File: src/hdl/rme_pkg.sv
`timescale 1ns / 1ps
// ----------------------------------------------------------------------------
// Rotation matrix to Euler angles: shared package
// Widths, angle constants, the arctangent table and the small helper
// functions used by the square root and CORDIC cells and the top level.
// ----------------------------------------------------------------------------
package rme_pkg;

  localparam int CORDIC_STAGES = 16;              // range 8 .. 24
  localparam int SQ_STEPS      = 15;              // one result bit per cell
  localparam int LATENCY       = SQ_STEPS + CORDIC_STAGES + 4;

  localparam int XW = 34;                         // CORDIC x/y width
  localparam int ZW = 28;                         // CORDIC angle width

  localparam logic signed [ZW-1:0] HALF_PI_Z   = 28'sd26353589;
  localparam logic signed [17:0]   PI_Q13      = 18'sd25736;
  localparam logic signed [15:0]   HALF_PI_Q13 = 16'sd12868;
  localparam logic signed [15:0]   ONE_Q14     = 16'sd16384;

  typedef struct packed {
    logic signed [XW-1:0] x;
    logic signed [XW-1:0] y;
    logic signed [ZW-1:0] z;
    logic                 zero;
  } rme_vec_t;

  typedef struct packed {
    logic [28:0] v;
    logic [29:0] r;
  } rme_root_t;

  // round(atan(2^-i) * 2^24)
  function automatic logic signed [ZW-1:0] atan_val(input logic [4:0] idx);
    logic signed [ZW-1:0] a;
    case (idx)
      5'd0:    a = 28'sd13176795;
      5'd1:    a = 28'sd7778716;
      5'd2:    a = 28'sd4110060;
      5'd3:    a = 28'sd2086331;
      5'd4:    a = 28'sd1047214;
      5'd5:    a = 28'sd524117;
      5'd6:    a = 28'sd262123;
      5'd7:    a = 28'sd131069;
      5'd8:    a = 28'sd65536;
      5'd9:    a = 28'sd32768;
      5'd10:   a = 28'sd16384;
      5'd11:   a = 28'sd8192;
      5'd12:   a = 28'sd4096;
      5'd13:   a = 28'sd2048;
      5'd14:   a = 28'sd1024;
      5'd15:   a = 28'sd512;
      5'd16:   a = 28'sd256;
      5'd17:   a = 28'sd128;
      5'd18:   a = 28'sd64;
      5'd19:   a = 28'sd32;
      5'd20:   a = 28'sd16;
      5'd21:   a = 28'sd8;
      5'd22:   a = 28'sd4;
      5'd23:   a = 28'sd2;
      default: a = '0;
    endcase
    return a;
  endfunction

  // Moves the vector into the right half plane and scales it by 2^12.
  function automatic rme_vec_t pre_rotate(input logic signed [17:0] y,
                                          input logic signed [17:0] x);
    rme_vec_t             o;
    logic signed [XW-1:0] xe;
    logic signed [XW-1:0] ye;
    xe = XW'(x);
    ye = XW'(y);
    o.z    = '0;
    o.zero = (x == 18'sd0) && (y == 18'sd0);
    if (x < 0) begin
      if (y >= 0) begin
        o.x = ye;
        o.y = -xe;
        o.z = HALF_PI_Z;
      end else begin
        o.x = -ye;
        o.y = xe;
        o.z = -HALF_PI_Z;
      end
    end else begin
      o.x = xe;
      o.y = ye;
    end
    o.x = o.x <<< 12;
    o.y = o.y <<< 12;
    return o;
  endfunction

  // Rounds the accumulated angle to Q3.13 and clamps it to plus or minus pi.
  function automatic logic signed [15:0] to_angle(input rme_vec_t d);
    logic signed [ZW:0] zr;
    logic signed [17:0] a;
    zr = (ZW+1)'(d.z) + 29'sd1024;
    a  = 18'(zr >>> 11);
    if (d.zero)          a = '0;
    else if (a > PI_Q13) a = PI_Q13;
    else if (a < -PI_Q13) a = -PI_Q13;
    return a[15:0];
  endfunction

endpackage

File: src/hdl/rme_cordic_cell.sv
`timescale 1ns / 1ps
// ----------------------------------------------------------------------------
// CORDIC vectoring cell
// One micro-rotation toward y = 0 with angle accumulation, registered.
// ----------------------------------------------------------------------------
module rme_cordic_cell import rme_pkg::*; (
  input  logic       clk,
  input  logic [4:0] stage,
  input  rme_vec_t   d,
  output rme_vec_t   q_r
);

  rme_vec_t             q_nxt;
  logic signed [XW-1:0] xi;
  logic signed [XW-1:0] yi;
  logic signed [XW-1:0] xs;
  logic signed [XW-1:0] ys;

  always_comb begin
    xi = d.x;
    yi = d.y;
    xs = xi >>> stage;
    ys = yi >>> stage;
    q_nxt.zero = d.zero;
    if (yi >= 0) begin
      q_nxt.x = xi + ys;
      q_nxt.y = yi - xs;
      q_nxt.z = d.z + atan_val(stage);
    end else begin
      q_nxt.x = xi - ys;
      q_nxt.y = yi + xs;
      q_nxt.z = d.z - atan_val(stage);
    end
  end

  always_ff @(posedge clk) begin
    q_r <= q_nxt;
  end

endmodule

File: config.mk
export PLATFORM = sky130hd
export DESIGN_NAME = rme_cordic_cell
export DESIGN_NICKNAME = d
export VERILOG_FILES = /design/src/hdl/rme_pkg.sv /design/src/hdl/rme_cordic_cell.sv
export SDC_FILE = /design/constraint.sdc
export NUM_CORES = 1
export LEC_CHECK = 0
export BUFFER_PORTS_ARGS = -buffer_cell sky130_fd_sc_hd__buf_4
export CORE_MARGIN = 2
export CORE_UTILIZATION = 28
export CTS_CLUSTER_DIAMETER = 200
export DETAILED_ROUTE_END_ITERATION = 10
export GPL_ROUTABILITY_DRIVEN = 0
export SLEW_MARGIN = 20
export SYNTH_ARGS = -nofsm -noshare
export SYNTH_HDL_FRONTEND = slang
export SYNTH_SLANG_ARGS = --single-unit
File: constraint.sdc
create_clock -name clk -period 7.35 [get_ports clk]
set_input_delay 0.735 -clock clk [delete_from_list [all_inputs] [get_ports clk]]
set_output_delay 0.735 -clock clk [all_outputs]
set_load 0.05 [all_outputs]
==> key figures <==
Timing
  – Hold_ws: 0.440 ns
  – Max Slew Vio Count: 0
  – Measured slew at the worst slew-check pin: 0.975 ns
  – Fmax: 152 MHz
  – Fin worst setup slack: 0.785 ns
  – RSZ-0062 raised after global routing: false
  – Setup TNS: 0 ns
  – Minimum clock period: 6.57 ns
  – Setup violators final: 0
  – Fin. Hold Viols: 0
  – Period utilization: 89.3%
  – Slew headroom: 34.8%

Critical path
  – Crit-path leading delay family: compound AO/OA/AOI/OAI gates
  – Worst Path Required: 7.63 ns
  – Buf+Inv Stages, Crit Path: 4
  – Critical Path End Type: flip-flop
  – CP Data Arrival Time: 6.84 ns
  – Crit path launch: stage[1]
  – Ordered cell list for the critical path: buf_4 > inv_1 > buf_4 > mux2_2 > o21ai_0 > a211oi_1 > ha_1 > inv_1 > or4_4 > or2_1 > o31ai_1 > xor2_1 > ha_1 > a21oi_1 > a21boi_0 > a31oi_1 > and3_1 > a21oi_1 > o21bai_1 > o41ai_1 > xnor3_1
  – CP max stage delay: 0.58 ns
  – Crit start category: input pin
  – Setup crit end: q_r[62]
  – Setup CP Type: in2reg
  – Worst-path maximum fanout: 49
  – Critical Path Slowest Stage Cell: or4_4
  – Crit path depth: 21

Yosys
  – Mapped cell area: 14,100 µm²
  – Netlist cell types: 94
  – Ys async rst share: 0%
  – Top FF cell, synth: dfxtp_1
  – Flops & latches, synth: 97
  – Cells after Synth: 1,691
  – YS warnings: 0
  – EDFF count, synth: 0
  – Net Count, Synth: 1,898
  – Syn avg cell area: 8.36 µm²
  – Seq/Total Area, Yosys: 13.7%

Floorplan
  – Die X-Extent: 229 µm
  – Die area: 52,300 µm²
  – Core area: 50,000 µm²
  – Initial Util: 28.3%
  – Boundary pin count: 200
  – Row cnt: 82
  – Die height: 229 µm

Global route
  – Total Routing Usage GR: 21.0%
  – Initial antenna violation count: 2
  – Total grt overflow: 0
  – Global-route wire length before repair: 85.2 mm
  – Number of global-route vias before repair: 14,400
  – Largest net degree at the start of global routing: 56

CTS
  – CTS Buffer Depth: 2
  – CTS Sinks: 97
  – CTS tree: yes
  – Clk slew on worst S/H paths: 0.07 ns
  – Clock root buffer master: clkbuf_16
  – CTS buffer count: 9
  – Post-CTS sizing: 0
  – H-tree depth: 3
  – Post-CTS Hold Buffers: 0
  – Post-CTS setup buffers: 0

Run status
  – Outcome: finished clean

Routing
  – DRC viols: 0
  – Pre-antenna DRT Iters: 7
  – Vias: 14,900
  – Post-route ant nets: 0
  – Routed WL per cell: 22.5 µm
  – 1st-iter DRT viols: 1,924
  – Detailed Route WL: 56.8 mm
  – Via/cell ratio: 5.90

Placed design
  – Place WS: 0.446 ns
  – IO Port Bufs: 199
  – HPWL after DPL: 44.2 mm
  – Inst Count DP: 2,511

Cells and area
  – Share of layout cells above drive strength 1: 22.5%
  – Largest register FFs: 97
  – Final core occ: 33.4%
  – Biggest register: q_r
  – Most common cell after layout, fill and taps aside: buf_4
  – Largest registers: q_r: 97 flops
  – Commonest non-fill, non-tap cells in the layout: buf_4 (246), nand2_1 (145), nor2_1 (125)
  – Area Overhead vs Synth: 18.2%
  – Final nets: 2,057
  – Non-filler cells, final: 2,528

Power
  – Max VDD drop: 0.000176 V
  – PD cells: 245 nW/µm²
  – Leakage: 6.83 nW

Min path
  – Worst hold path class: in2reg

Run
  – Max-cap violations: 0
worst min-delay path by stage:
stage                     startpoint     end  slack (ns)  depth (start not counted)
after global routing            d[0]  q_r[0]        0.42                          1
after detailed placement        d[0]  q_r[0]        0.84                          1
after global placement          d[0]  q_r[0]        0.84                          1
final                           d[0]  q_r[0]        0.44                          1
after CTS                       d[0]  q_r[0]        0.41                          1
after floorplan                 d[0]  q_r[0]        0.76                          0
layer usage:
metal	wire length [µm]	track usage (%)	up-vias
met5	0	0	-
met4	2690	10.5	0
met3	5850	5.03	188
met2	25100	32.7	952
met1	23100	27.1	7003
li1	-	-	6774
per-stage QoR:
step                      power (mW)  instance area (µm²)
after global routing            4.32                16700
after floorplan                 2.72                14100
after detailed placement        3.54                16400
final                           4.09                16700
after global placement          3.53                16400
after CTS                       4.11                16700
cell type report:
cell class                 instances  area [µm²]
tap                              672         841
clock buffer                      12         246
multi-input combinational       1440       11500
sequential                        97        1940
clock inverter                     4        76.3
timing repair buffer             250        1920
antenna                            1        2.50
inverter                          52         195
fill                            5226       33300
kinds of logic (layout without fill, tap and decap cells):
| group | Yosys count | after routing | synth area share, % |
|---|---|---|---|
| other | 0 | 1 | 0 |
| DFF | 97 | 97 | 13.7 |
| AOI/OAI and AO/OA | 513 | 513 | 24.6 |
| muxes | 175 | 175 | 20.5 |
| buffers and inverters | 154 | 318 | 5.02 |
| adders and majority gates | 104 | 104 | 9.36 |
| xor gates and xnor gates | 154 | 154 | 9.64 |
| and+or+nand+nor | 494 | 494 | 17.2 |
power breakdown:
group	leakage (nW)	switching [mW]	internal, mW
Clock	0.153	0.227	0.308
Sequential	0.819	0.0718	0.748
Combinational	5.86	1.80	0.941
Total	6.83	2.10	2.00
cells in the mapped netlist (20+ instances only):
library cell	count	area, µm²
mux2i_1	52	521
xnor2_1	98	858
o31ai_1	21	158
a21oi_1	114	571
a211oi_1	23	173
mux4_2	81	1820
dfxtp_1	97	1940
nand2_1	145	544
nor2b_1	20	125
a21o_1	32	240
nor3_1	25	125
nand3_1	41	205
inv_1	50	188
nand2b_1	29	181
ha_1	101	1260
o21ai_0	105	526
mux2_2	37	417
buf_2	23	115
nor2_1	125	469
clkbuf_1	46	173
xor2_1	55	482
(Power assumes the default switching activity.)
