`src/hdl/rme_pkg.sv`:
```
`timescale 1ns / 1ps
// ----------------------------------------------------------------------------
// Rotation matrix to Euler angles: shared package
// Widths, angle constants, the arctangent table and the small helper
// functions used by the square root and CORDIC cells and the top level.
// ----------------------------------------------------------------------------
package rme_pkg;

  localparam int CORDIC_STAGES = 16;              // range 8 .. 24
  localparam int SQ_STEPS      = 15;              // one result bit per cell
  localparam int LATENCY       = SQ_STEPS + CORDIC_STAGES + 4;

  localparam int XW = 34;                         // CORDIC x/y width
  localparam int ZW = 28;                         // CORDIC angle width

  localparam logic signed [ZW-1:0] HALF_PI_Z   = 28'sd26353589;
  localparam logic signed [17:0]   PI_Q13      = 18'sd25736;
  localparam logic signed [15:0]   HALF_PI_Q13 = 16'sd12868;
  localparam logic signed [15:0]   ONE_Q14     = 16'sd16384;

  typedef struct packed {
    logic signed [XW-1:0] x;
    logic signed [XW-1:0] y;
    logic signed [ZW-1:0] z;
    logic                 zero;
  } rme_vec_t;

  typedef struct packed {
    logic [28:0] v;
    logic [29:0] r;
  } rme_root_t;

  // round(atan(2^-i) * 2^24)
  function automatic logic signed [ZW-1:0] atan_val(input logic [4:0] idx);
    logic signed [ZW-1:0] a;
    case (idx)
      5'd0:    a = 28'sd13176795;
      5'd1:    a = 28'sd7778716;
      5'd2:    a = 28'sd4110060;
      5'd3:    a = 28'sd2086331;
      5'd4:    a = 28'sd1047214;
      5'd5:    a = 28'sd524117;
      5'd6:    a = 28'sd262123;
      5'd7:    a = 28'sd131069;
      5'd8:    a = 28'sd65536;
      5'd9:    a = 28'sd32768;
      5'd10:   a = 28'sd16384;
      5'd11:   a = 28'sd8192;
      5'd12:   a = 28'sd4096;
      5'd13:   a = 28'sd2048;
      5'd14:   a = 28'sd1024;
      5'd15:   a = 28'sd512;
      5'd16:   a = 28'sd256;
      5'd17:   a = 28'sd128;
      5'd18:   a = 28'sd64;
      5'd19:   a = 28'sd32;
      5'd20:   a = 28'sd16;
      5'd21:   a = 28'sd8;
      5'd22:   a = 28'sd4;
      5'd23:   a = 28'sd2;
      default: a = '0;
    endcase
    return a;
  endfunction

  // Moves the vector into the right half plane and scales it by 2^12.
  function automatic rme_vec_t pre_rotate(input logic signed [17:0] y,
                                          input logic signed [17:0] x);
    rme_vec_t             o;
    logic signed [XW-1:0] xe;
    logic signed [XW-1:0] ye;
    xe = XW'(x);
    ye = XW'(y);
    o.z    = '0;
    o.zero = (x == 18'sd0) && (y == 18'sd0);
    if (x < 0) begin
      if (y >= 0) begin
        o.x = ye;
        o.y = -xe;
        o.z = HALF_PI_Z;
      end else begin
        o.x = -ye;
        o.y = xe;
        o.z = -HALF_PI_Z;
      end
    end else begin
      o.x = xe;
      o.y = ye;
    end
    o.x = o.x <<< 12;
    o.y = o.y <<< 12;
    return o;
  endfunction

  // Rounds the accumulated angle to Q3.13 and clamps it to plus or minus pi.
  function automatic logic signed [15:0] to_angle(input rme_vec_t d);
    logic signed [ZW:0] zr;
    logic signed [17:0] a;
    zr = (ZW+1)'(d.z) + 29'sd1024;
    a  = 18'(zr >>> 11);
    if (d.zero)          a = '0;
    else if (a > PI_Q13) a = PI_Q13;
    else if (a < -PI_Q13) a = -PI_Q13;
    return a[15:0];
  endfunction

endpackage

```
`src/hdl/rme_sqrt_cell.sv`:
```
`timescale 1ns / 1ps
// ----------------------------------------------------------------------------
// Square root cell
// One step of the digit-by-digit integer square root; one result bit per cell.
// ----------------------------------------------------------------------------
module rme_sqrt_cell import rme_pkg::*; (
  input  logic      clk,
  input  logic [3:0] step,
  input  rme_root_t d,
  output rme_root_t q_r
);

  rme_root_t   q_nxt;
  logic [29:0] b;
  logic [30:0] rb;

  always_comb begin
    b  = 30'd1 << (5'd28 - {step, 1'b0});
    rb = {1'b0, d.r} + {1'b0, b};
    if ({2'b00, d.v} >= rb) begin
      q_nxt.v = 29'({2'b00, d.v} - rb);
      q_nxt.r = (d.r >> 1) + b;
    end else begin
      q_nxt.v = d.v;
      q_nxt.r = d.r >> 1;
    end
  end

  always_ff @(posedge clk) begin
    q_r <= q_nxt;
  end

endmodule

```
`config.mk`:
```
export PLATFORM = sky130hd
export DESIGN_NAME = rme_sqrt_cell
export DESIGN_NICKNAME = d
export VERILOG_FILES = /design/src/hdl/rme_pkg.sv /design/src/hdl/rme_sqrt_cell.sv
export SDC_FILE = /design/constraint.sdc
export NUM_CORES = 1
export LEC_CHECK = 0
export ABC_AREA = 1
export BUFFER_PORTS_ARGS = -buffer_cell sky130_fd_sc_hd__buf_2
export CAP_MARGIN = 20
export CORE_MARGIN = 2
export CORE_UTILIZATION = 53
export DETAILED_ROUTE_END_ITERATION = 6
export PLACE_DENSITY = 0.79
export SKIP_CTS_REPAIR_TIMING = 1
export SYNTH_ARGS = -nofsm -noshare
export SYNTH_HDL_FRONTEND = slang
export SYNTH_SLANG_ARGS = --single-unit
```
`constraint.sdc`:
```
create_clock -name clk -period 3.61 [get_ports clk]
set_input_delay 0.1805 -clock clk [delete_from_list [all_inputs] [get_ports clk]]
set_output_delay 0.1805 -clock clk [all_outputs]
set_load 0.05 [all_outputs]
```
==> results.json <==
{
  "yosysWarnings": 0,
  "synth_top_area_frac": 0.2233,
  "power_density_mw_per_mm2": 321.6,
  "combPwrFrac": 0.514,
  "n_antenna_cell": 0,
  "synth_area_mm2": 0.006958,
  "placed_area_mm2": 0.009085,
  "clock-sinks": 59,
  "fillers": 1062,
  "power_switching_w": 0.001416,
  "top_register": "q_r",
  "numCtsBuffers": 9,
  "fin_cells": 1713,
  "p_sw_frac": 0.4419,
  "violations": "design-rule violations, negative setup slack",
  "synth_seq_area_share": 0.1698,
  "track_usage": 0.3445,
  "path_clk_slew_ns": 0.06,
  "synth-edff-count": 0,
  "synth_xor_area_frac": 0.07804,
  "synth.area.mux_share": 0,
  "io_buffers": 122,
  "die_x_um": 118.6,
  "largest_reg_flops": 59,
  "clockBufferDepth": 2,
  "synthToLayoutAreaGrowth_pct": 43.19,
  "synth_cells": 1230,
  "place_congestion": 1.022,
  "start_util": 0.5469,
  "synth_top_cell_by_area": "nand2_1",
  "async_reset_ff_frac": 0,
  "post_drt_wl_per_cell_um": 15.31,
  "yosys.area_share.simple": 0.4674,
  "relSlewSlack": 0.5045,
  "synthTopCellsByArea": "nand2_1 22%, dfxtp_1 17%, nand3_1 11%",
  "finalMaxSlewViolations": 0,
  "ir_drop_uv": 246.8,
  "die_h_um": 118.6,
  "row_count": 41,
  "dieArea_mm2": 0.01406,
  "nets": 1648,
  "hold_class": "in -> reg",
  "seqPwrFrac": 0.240,
  "post-dp-hpwl_mm": 20.09,
  "grt_pass1_vias": 8463,
  "path_class": "in -> reg",
  "grt_first_pass_wirelength_mm": 39.49,
  "synth_area_per_cell_um2": 5.657,
  "final_area_mm2": 0.009963,
  "synth_top_family_by_area": "simple AND/OR/NAND/NOR gates",
  "worst_slew_pin_slew_ns": 0.7355,
  "grt_overflow": 0,
  "ys_ff_latch": 59,
  "cts_tree": "yes",
  "wirelength_mm": 26.23,
  "grt_start_max_net_pins": 31,
  "cp-start-kind": "primary input",
  "setup_viol": 12,
  "drtIter0Drc": 875,
  "final_common_cell": "nand2_1",
  "core_mm2": 0.01272,
  "clock.fmax_mhz": 275.1,
  "internal_power_w": 0.001788,
  "hold_slack_ns": 0.04927,
  "reg_top3": "q_r: 59 flops",
  "placedCellCount": 1674,
  "synth-compound-area-share": 0.09962,
  "period_needed_ns": 3.634,
  "layout_common_cells": "379 x nand2_1, 195 x buf_4, 142 x nand3_1",
  "status": "finished, violations left",
  "ys_types": 39,
  "crit_arrival_ns": 3.87,
  "synth_fp_nets": 1342,
  "cp_max_fo": 10,
  "finalWorstSetupSlack_ns": -0.02442,
  "p_leak_nw": 5.499,
  "ioPinCount": 123,
  "place_ws_ns": -0.5904,
  "clockPowerShare": 0.247,
  "drive_gt1_frac": 0.2966,
  "dr.pass1.iters": 7,
  "hold_viol": 0,
  "htree_levels": 3,
  "postRouteAntennaNets": 0,
  "synth_ff_type": "dfxtp_1",
  "yosys.area_share.adder": 0.08739,
  "root_buffer": "clkbuf_16",
  "antenna_found_initial": 0,
  "finalCritPeriodShare": 1.007,
  "viasPerCell": 5.511,
  "route.vias.total": 9441,
  "drc_errors": 7,
  "cp-end-kind": "register",
  "maxCapViolations": 0,
  "cp_data_required_time_ns": 3.84
}
path summary, 6_finish.rpt:
path / from / end / slack, ns / cells past startpoint
worst max-delay path: step[1] / q_r[6] / -0.02 / 25
worst min-delay path: d[30] / q_r[30] / 0.05 / 3
synthesized netlist by cell type, types with 3 or more instances:
library cell  count
a21o_1            6
nand4_1          29
buf_2            10
buf_1             3
nand2_1         414
nand3_1         149
nor2_1          133
clkbuf_1          9
inv_1           138
a21boi_0          6
nor4_1            6
xnor2_1          17
buf_4             5
o21ai_0          38
a21oi_1          55
o21bai_1          7
nand3b_1          4
nor3_1           20
xor2_1           45
a31oi_1           4
dfxtp_1          59
ha_1             47
nor2_2            3
cells by family (layout without fill, tap and decap cells):
family	after synthesis	after routing
AO/OA/AOI/OAI	124	124
XOR/XNOR	62	62
adder cells (fa/ha/maj)	48	48
buffers and inverters	169	480
flip-flops	59	59
AND/OR/NAND/NOR	768	768
power by group through the flow:
| stage | registers (W) | logic, W | clock network, W |
|---|---|---|---|
| 2_1_floorplan | 0.00112 | 0.000639 | 0 |
| 5_1_grt | 0.000775 | 0.00176 | 0.000816 |
| 6_report | 0.000768 | 0.00165 | 0.000791 |
| 3_3_place_gp | 0.000780 | 0.00147 | 0 |
| 3_5_place_dp | 0.000781 | 0.00149 | 0 |
| 4_1_cts | 0.000769 | 0.00150 | 0.000793 |
routing by layer:
layer  track usage  part of all wire  vias to the layer above
met4        0.1749             0.057                        0
met5             0                 0                        -
met3       0.03378             0.067                       97
li1              -                 -                     4613
met2        0.5991              0.47                      443
met1        0.4200              0.40                     4288
critical path, stage by stage:
cell	delay [ns]
buf_4	0.13
buf_12	0.13
nor4_4	0.41
ha_4	0.20
nand2_1	0.09
nor2_2	0.15
inv_2	0.08
nor4_4	0.35
nand2_2	0.13
nand3b_1	0.12
nand2_2	0.07
ha_4	0.29
nand2_2	0.06
nor2_2	0.12
nand2_1	0.08
nor2_1	0.14
nand2_1	0.09
nand2_2	0.11
nand2_2	0.07
a21oi_4	0.15
nand4_1	0.21
buf_6	0.22
buf_12	0.14
nand2_1	0.06
nand2_1	0.06
area by class of cell:
class / instances / area [µm²] / area share
clock buffers: 10 / 229.0 / 0.02298
clock inverters: 6 / 32.53 / 0.003265
multi-input cells: 1002 / 5580 / 0.5601
inverters: 140 / 528.0 / 0.05300
repair buffers: 324 / 2197 / 0.2205
well taps: 172 / 215.2 / 0.02160
flip-flops and latches: 59 / 1181 / 0.1185
through the flow:
step / power (W) / utilization / TNS, ns
detailed placement: 0.002270 / 0.7141 / -29.99
CTS: 0.003059 / 0.7347 / -17.43
floorplan: 0.001763 / - / 0
global placement: 0.002246 / 0.7141 / -33.09
finish: 0.003204 / 0.7831 / -0.1978
global route: 0.003354 / 0.7831 / -9.252
No activity file was read; power rests on OpenSTA's default activity.
